File: src/rtl/scla_pkg.sv
// Shared types and constants of the serial command line assembler.
package scla_pkg;

    localparam int BYTE_W = 8;
    localparam logic [BYTE_W-1:0] CHAR_CR = 8'h0D;
    localparam logic [BYTE_W-1:0] CHAR_LF = 8'h0A;
    localparam logic [8:0] MAX_RESULTS = 9'd31;

    localparam logic ACT_BYTE = 1'b0;
    localparam logic ACT_READ = 1'b1;

    typedef struct packed {
        logic accept;
        logic fetch;
        logic load_char;
    } ctrl_cmd_t;

    typedef struct packed {
        logic stream_start;
        logic can_load;
        logic char_last;
    } dp_status_t;

endpackage

File: src/rtl/scla_dp.sv
// Datapath of the command line assembler: line store, line state, read counter and result register.
module scla_dp
    import scla_pkg::*;
#(
    parameter int LINE_CAPACITY = 32
)
(
    input  logic              clk,
    input  logic              rst_n,
    input  ctrl_cmd_t         cmd,
    output dp_status_t        status,
    input  logic              action,
    input  logic [BYTE_W-1:0] byte_value,
    input  logic [BYTE_W-1:0] read_limit,
    output logic              out_valid,
    input  logic              out_stall,
    output logic              accepted,
    output logic              char_valid,
    output logic [BYTE_W-1:0] char_value,
    output logic              last,
    output logic              line_ready
);

    localparam int LW = $clog2(LINE_CAPACITY);
    localparam logic [LW-1:0] LAST_POS = LW'(LINE_CAPACITY - 1);

    logic [BYTE_W-1:0] mem [LINE_CAPACITY];
    logic [BYTE_W-1:0] rd_data_reg;

    logic [LW-1:0] len_reg, len_next;
    logic          ready_reg, ready_next;
    logic          discard_reg, discard_next;
    logic [LW-1:0] idx_reg, idx_next;
    logic [LW-1:0] count_reg, count_next;

    logic              out_valid_reg, out_valid_next;
    logic              accepted_reg, accepted_next;
    logic              char_valid_reg, char_valid_next;
    logic [BYTE_W-1:0] char_value_reg, char_value_next;
    logic              last_reg, last_next;
    logic              line_ready_reg, line_ready_next;

    logic          delim;
    logic          mem_we;
    logic          refused;
    logic [8:0]    len9;
    logic [8:0]    lim9;
    logic [8:0]    cnt_a;
    logic [8:0]    cnt_b;
    logic [LW-1:0] read_count;
    logic          out_taken;

    assign delim = (byte_value == CHAR_CR) || (byte_value == CHAR_LF);
    assign refused = !ready_reg || (read_limit == '0);
    assign len9 = {{(9 - LW){1'b0}}, len_reg};
    assign lim9 = {1'b0, read_limit};
    assign cnt_a = (len9 >= lim9) ? (lim9 - 9'd1) : len9;
    assign cnt_b = (cnt_a > MAX_RESULTS) ? MAX_RESULTS : cnt_a;
    assign read_count = cnt_b[LW-1:0];
    assign out_taken = out_valid_reg && !out_stall;

    assign status.stream_start = (action == ACT_READ) && !refused && (read_count != '0);
    assign status.can_load = !out_valid_reg || !out_stall;
    assign status.char_last = ({1'b0, idx_reg} + (LW + 1)'(1)) == {1'b0, count_reg};

    always_comb
    begin
        len_next = len_reg;
        ready_next = ready_reg;
        discard_next = discard_reg;
        idx_next = idx_reg;
        count_next = count_reg;
        mem_we = 1'b0;
        out_valid_next = out_taken ? 1'b0 : out_valid_reg;
        accepted_next = accepted_reg;
        char_valid_next = char_valid_reg;
        char_value_next = char_value_reg;
        last_next = last_reg;
        line_ready_next = line_ready_reg;

        if (cmd.accept)
        begin
            if (action == ACT_BYTE)
            begin
                priority if (ready_reg)
                begin
                    discard_next = !delim;
                end
                else if (discard_reg)
                begin
                    if (delim)
                    begin
                        discard_next = 1'b0;
                    end
                end
                else if (delim)
                begin
                    if (len_reg != '0)
                    begin
                        ready_next = 1'b1;
                    end
                end
                else if (len_reg < LAST_POS)
                begin
                    mem_we = 1'b1;
                    len_next = len_reg + LW'(1);
                end
                else
                begin
                    len_next = '0;
                    discard_next = 1'b1;
                end
                out_valid_next = 1'b1;
                accepted_next = 1'b1;
                char_valid_next = 1'b0;
                char_value_next = '0;
                last_next = 1'b1;
                line_ready_next = ready_next;
            end
            else if (refused)
            begin
                out_valid_next = 1'b1;
                accepted_next = 1'b0;
                char_valid_next = 1'b0;
                char_value_next = '0;
                last_next = 1'b1;
                line_ready_next = ready_reg;
            end
            else
            begin
                len_next = '0;
                ready_next = 1'b0;
                idx_next = '0;
                count_next = read_count;
                if (read_count == '0)
                begin
                    out_valid_next = 1'b1;
                    accepted_next = 1'b1;
                    char_valid_next = 1'b0;
                    char_value_next = '0;
                    last_next = 1'b1;
                    line_ready_next = 1'b0;
                end
            end
        end

        if (cmd.load_char)
        begin
            out_valid_next = 1'b1;
            accepted_next = 1'b1;
            char_valid_next = 1'b1;
            char_value_next = rd_data_reg;
            last_next = status.char_last;
            line_ready_next = 1'b0;
            idx_next = idx_reg + LW'(1);
        end
    end

    always_ff @(posedge clk)
    begin
        if (mem_we)
        begin
            mem[len_reg] <= byte_value;
        end
        if (cmd.fetch)
        begin
            rd_data_reg <= mem[idx_reg];
        end
    end

    always_ff @(posedge clk or negedge rst_n)
    begin
        if (!rst_n)
        begin
            len_reg <= '0;
            ready_reg <= 1'b0;
            discard_reg <= 1'b0;
            idx_reg <= '0;
            count_reg <= '0;
            out_valid_reg <= 1'b0;
        end
        else
        begin
            len_reg <= len_next;
            ready_reg <= ready_next;
            discard_reg <= discard_next;
            idx_reg <= idx_next;
            count_reg <= count_next;
            out_valid_reg <= out_valid_next;
        end
    end

    always_ff @(posedge clk)
    begin
        accepted_reg <= accepted_next;
        char_valid_reg <= char_valid_next;
        char_value_reg <= char_value_next;
        last_reg <= last_next;
        line_ready_reg <= line_ready_next;
    end

    assign out_valid = out_valid_reg;
    assign accepted = accepted_reg;
    assign char_valid = char_valid_reg;
    assign char_value = char_value_reg;
    assign last = last_reg;
    assign line_ready = line_ready_reg;

endmodule

File: src/rtl/scla_ctrl.sv
// Controller state machine of the command line assembler.
module scla_ctrl
    import scla_pkg::*;
(
    input  logic       clk,
    input  logic       rst_n,
    input  logic       in_valid,
    output logic       in_stall,
    input  dp_status_t status,
    output ctrl_cmd_t  cmd
);

    typedef enum logic [2:0] {
        ST_IDLE  = 3'b001,
        ST_FETCH = 3'b010,
        ST_LOAD  = 3'b100
    } state_t;

    state_t state_reg, state_next;

    assign in_stall = !((state_reg == ST_IDLE) && status.can_load);

    always_comb
    begin
        state_next = state_reg;
        cmd = '0;
        unique case (state_reg)
            ST_IDLE:
            begin
                if (in_valid && status.can_load)
                begin
                    cmd.accept = 1'b1;
                    if (status.stream_start)
                    begin
                        state_next = ST_FETCH;
                    end
                end
            end
            ST_FETCH:
            begin
                cmd.fetch = 1'b1;
                state_next = ST_LOAD;
            end
            ST_LOAD:
            begin
                if (status.can_load)
                begin
                    cmd.load_char = 1'b1;
                    state_next = status.char_last ? ST_IDLE : ST_FETCH;
                end
            end
            default:
            begin
                state_next = ST_IDLE;
            end
        endcase
    end

    always_ff @(posedge clk or negedge rst_n)
    begin
        if (!rst_n)
        begin
            state_reg <= ST_IDLE;
        end
        else
        begin
            state_reg <= state_next;
        end
    end

endmodule

File: src/rtl/serial_command_line_assembler_top.sv
// Top level of the serial command line assembler.
// Input channel (in_valid, in_stall): action, byte_value, read_limit. A received byte
// (action 0) is appended to the current line, unless dropped while a completed line waits
// or after an overflow; CR or LF completes a non-empty line. A read (action 1) streams the
// completed line, up to read_limit-1 characters. Output channel (out_valid, out_stall): one
// result per byte item, refused read or read of no characters, and one result per character
// otherwise; last marks the final result of an item. The result of a byte item or a refused
// read is registered and appears the cycle after the transfer. A read passes through a fetch
// state and a load state for each character, set by the registered read port of the line
// store; the load waits while the receiver stalls the result register. Only one item is in
// progress at a time; while the result register holds a result the receiver has not taken,
// in_stall stays high and no new item is accepted. Reset clears the line length, the ready and
// discard flags and the output valid; the line store is not cleared and needs no clearing pass.
module serial_command_line_assembler_top
    import scla_pkg::*;
#(
    parameter int LINE_CAPACITY = 32
)
(
    input  logic              clk,
    input  logic              rst_n,
    input  logic              in_valid,
    output logic              in_stall,
    input  logic              action,
    input  logic [BYTE_W-1:0] byte_value,
    input  logic [BYTE_W-1:0] read_limit,
    output logic              out_valid,
    input  logic              out_stall,
    output logic              accepted,
    output logic              char_valid,
    output logic [BYTE_W-1:0] char_value,
    output logic              last,
    output logic              line_ready
);

    ctrl_cmd_t  cmd;
    dp_status_t status;

    scla_ctrl u_ctrl (
        .clk      (clk),
        .rst_n    (rst_n),
        .in_valid (in_valid),
        .in_stall (in_stall),
        .status   (status),
        .cmd      (cmd)
    );

    scla_dp #(
        .LINE_CAPACITY (LINE_CAPACITY)
    ) u_dp (
        .clk        (clk),
        .rst_n      (rst_n),
        .cmd        (cmd),
        .status     (status),
        .action     (action),
        .byte_value (byte_value),
        .read_limit (read_limit),
        .out_valid  (out_valid),
        .out_stall  (out_stall),
        .accepted   (accepted),
        .char_valid (char_valid),
        .char_value (char_value),
        .last       (last),
        .line_ready (line_ready)
    );

endmodule
File: config.mk
export PLATFORM = sky130hd
export DESIGN_NAME = serial_command_line_assembler_top
export DESIGN_NICKNAME = d
export VERILOG_FILES = /design/src/rtl/scla_pkg.sv /design/src/rtl/scla_dp.sv /design/src/rtl/scla_ctrl.sv /design/src/rtl/serial_command_line_assembler_top.sv
export SDC_FILE = /design/constraint.sdc
export NUM_CORES = 1
export LEC_CHECK = 0
export BUFFER_PORTS_ARGS = -buffer_cell sky130_fd_sc_hd__buf_2
export CORE_MARGIN = 1.5
export CORE_UTILIZATION = 55
export CTS_BUF_LIST = sky130_fd_sc_hd__clkbuf_2
export DETAILED_ROUTE_END_ITERATION = 16
export PLACE_DENSITY = 0.84
export SETUP_SLACK_MARGIN = 0.1
export SYNTH_ARGS = -nofsm -noshare
export SYNTH_HDL_FRONTEND = slang
export SYNTH_HIERARCHICAL = 1
export SYNTH_SLANG_ARGS = --single-unit
File: constraint.sdc
create_clock -name clk -period 2.85 [get_ports clk]
set_clock_uncertainty 0.15 [all_clocks]
set_input_delay 0.1425 -clock clk [delete_from_list [all_inputs] [get_ports clk]]
set_output_delay 0.1425 -clock clk [all_outputs]
set_load 0.02 [all_outputs]
==> run metrics <==
Psw=3.10 mW; FMAX=0.362 GHz; r2r startpoint=u_ctrl/state_reg[0]; RSZ-0062 raised after global routing=yes; Core Footprint=21800 um^2; GRT Residual Overflow=0; CTS Buf Count=71; crit end category=register; max-slew violations=0; most common flop cell mapped by yosys=edfxtp_1; placed insts=979; count of flip-flops with a built-in enable after synthesis=273; Iteration-0 DRC Markers=687; startpoint types=input pin; Final min period=2760 ps; filler cell count=1371; PD cells=725 nW/um^2; combinational power share=26.7%; CP endpoint=u_dp/accepted; largest net degree at the start of global routing=68; final setup fails=0; initial antenna violation count=1; Metal-1 WL=10100 um; CTS tree=built; CP arrival=3370 ps; top cells by area, synth=edfxtp_1, mux4_2, dfrtp_1; switching portion of total power=30.1%; Hold Vio Cnt, Final=0; crit path max fanout=6; post-synth top area cell=edfxtp_1; Mapped Cells=636; Max Root-Sink Buffers=3; # nets final=843; Max Cap Viol=0; via count=6923; reg2reg end=u_dp/mem[6][3]; type of the worst setup path=in -> reg; number of flip-flops in the largest register=256; WP data required=3450 ps; Area growth, synth to finish=16.2%; setup_tns=0 ps; status=finished, final reports clean; Slew HR=32.0%; Flop pwr share=48.9%; clock share of power=24.4%; # DRC=0; uppermost layer routed=met4; Hold WS=73.2 ps; die height=152 um; critical path launch point=read_limit[0]; internal power=7.20 mW; port bufs=34; Hold Path Class=in -> reg; Initial Utilization=56.0%; clock transition at the registers of the reported paths=110 ps; via density per instance=6.08; FFs w/ async S/R, synth=7.07%; DP Wirelength=16800 um; Die W=152 um; synth unique cells=59; met3 WL=2430 um; die area=23100 um^2; all-layer global routing usage=24.1%; most frequent cells in the layout=edfxtp_1, clkbuf_2, mux4_2; Root Buffer=clkbuf_2; clk_lat worst skew=820 ps; first-pass GRT wire length=41500 um; Final period util=96.9%; routed wire length=27200 um; DR WL/cell=23.8 um; r2r setup slk=100 ps; syn nets=668; cell area after synthesis=12200 um^2; worst r2r path cells=10; most common cell after layout, fill and taps aside=edfxtp_1; Leak=4.91 nW; Yosys reg bits=297; post-route ant nets=0; Reg area=8790 um^2; Worst Max-Slew Pin Slew=1020 ps; Final Total Pwr=10.3 mW; clk sinks=297; H-tree depth=3; met2 WL=13600 um; Syn Area/Cell=19.2 um^2; number of core rows=54; Max rail drop VDD=0.434 mV; area of the multi-input gates=3350 um^2; Synth top area share=67.1%; vias in the first global route=7164; Seq/Total Area, Yosys=71.9%; Post-Layout Cell Count=1139; Final Wtd Congestion=0.895; share of layout cells above drive strength 1=35.5%; Pre-Repair DR Iteration Count=5; I/O pin count=35; Synth Warn #=6
==> worst min path at each step <==
| stage | start | endpoint | slack [ps] | cells past startpoint |
|---|---|---|---|---|
| 3_5_place_dp | rst_n | u_dp/count_reg[2] | -10 | 1 |
| 3_3_place_gp | rst_n | u_dp/out_valid | -30 | 1 |
| 5_1_grt | in_valid | u_ctrl/state_reg[0] | 60 | 4 |
| 2_1_floorplan | rst_n | u_ctrl/state_reg[1] | -300 | 0 |
| 6_report | in_valid | u_ctrl/state_reg[0] | 70 | 4 |
| 4_1_cts | in_valid | u_ctrl/state_reg[0] | 6 | 4 |
==> layer usage <==
layer	up-vias	GRT usage, %
li1	2984	-
met5	-	0
met3	78	4.48
met4	0	10.8
met2	409	40.1
met1	3452	31.2
==> critical path: stages <==
cell and delay [ps]:
dlygate4sd3_1 540, buf_2 160, inv_1 100, ha_1 290, nand2_1 90, o31ai_1 240, a22o_1 180, dlygate4sd3_1 600
nand2_4 90, o31ai_1 240, dlygate4sd3_1 580, a21o_1 110
==> cells in the mapped netlist (2+ instances only) <==
| cell type | instances |
|---|---|
| nor2b_1 | 2 |
| dfxtp_1 | 3 |
| mux2i_1 | 3 |
| or4_1 | 2 |
| mux4_1 | 18 |
| buf_1 | 5 |
| nor3b_1 | 3 |
| nand4_1 | 3 |
| and2_1 | 10 |
| ha_1 | 11 |
| mux2_2 | 9 |
| edfxtp_1 | 273 |
| mux4_2 | 62 |
| o21ai_0 | 3 |
| nor2_1 | 47 |
| nand3_1 | 6 |
| buf_2 | 8 |
| nor3_1 | 6 |
| a31oi_1 | 6 |
| nand2b_1 | 6 |
| nand2_1 | 27 |
| xor2_1 | 4 |
| or3_1 | 2 |
| clkbuf_1 | 13 |
| a21o_1 | 2 |
| a211oi_1 | 3 |
| o22ai_1 | 4 |
| buf_8 | 3 |
| a21oi_1 | 8 |
| xnor2_1 | 3 |
| o31ai_1 | 4 |
| o21ai_1 | 16 |
| inv_1 | 10 |
| dfrtp_1 | 20 |
| and3b_1 | 2 |
| or3b_2 | 2 |
| and2b_1 | 2 |
| nor4_1 | 2 |
| nand3b_1 | 3 |
==> cells by family after synthesis <==
group	after synthesis	synth area share, %
mux	92	16.4
compound gates	56	2.90
xor+xnor	7	0.502
buf+inv	40	1.65
flops	297	71.9
simple gates	133	5.55
fa+ha+maj	11	1.13
==> repair_timing <==
item,CTS,global route
gates resized for setup,5,21
hold buffers,38,0
pin swaps,0,1
endpoints found under the hold margin,297,0
setup endpoints to repair,141,220
buffers inserted,0,1
==> final cells by class <==
type                    count  area share, %
diodes                      1         0.0176
clock buffers             101           3.56
clock inverters            19          0.529
inverters                  10          0.264
multi-input cells         299           23.6
flip-flops and latches    297           61.9
well taps                 280           2.47
repair buffers            132           7.59
==> power groups by stage <==
| stage | Combinational [mW] | Clock, mW | Sequential [mW] |
|---|---|---|---|
| 2_1_floorplan | 1.78 | 0 | 5.14 |
| 4_1_cts | 2.68 | 2.57 | 5.03 |
| 6_report | 2.74 | 2.51 | 5.03 |
| 3_3_place_gp | 2.52 | 0 | 5.12 |
| 5_1_grt | 2.88 | 2.79 | 5.05 |
| 3_5_place_dp | 2.60 | 0 | 5.13 |
==> stage by stage <==
step	cell area (um^2)	worst slack, ps	utilization, %
2_1_floorplan	12300	-99.7	-
3_3_place_gp	13100	71.4	60.1
3_5_place_dp	13100	-22.2	60.1
4_1_cts	14100	115	64.6
5_1_grt	14200	24.8	65.0
6_report	14200	87.6	65.0
(Power assumes the default switching activity.)
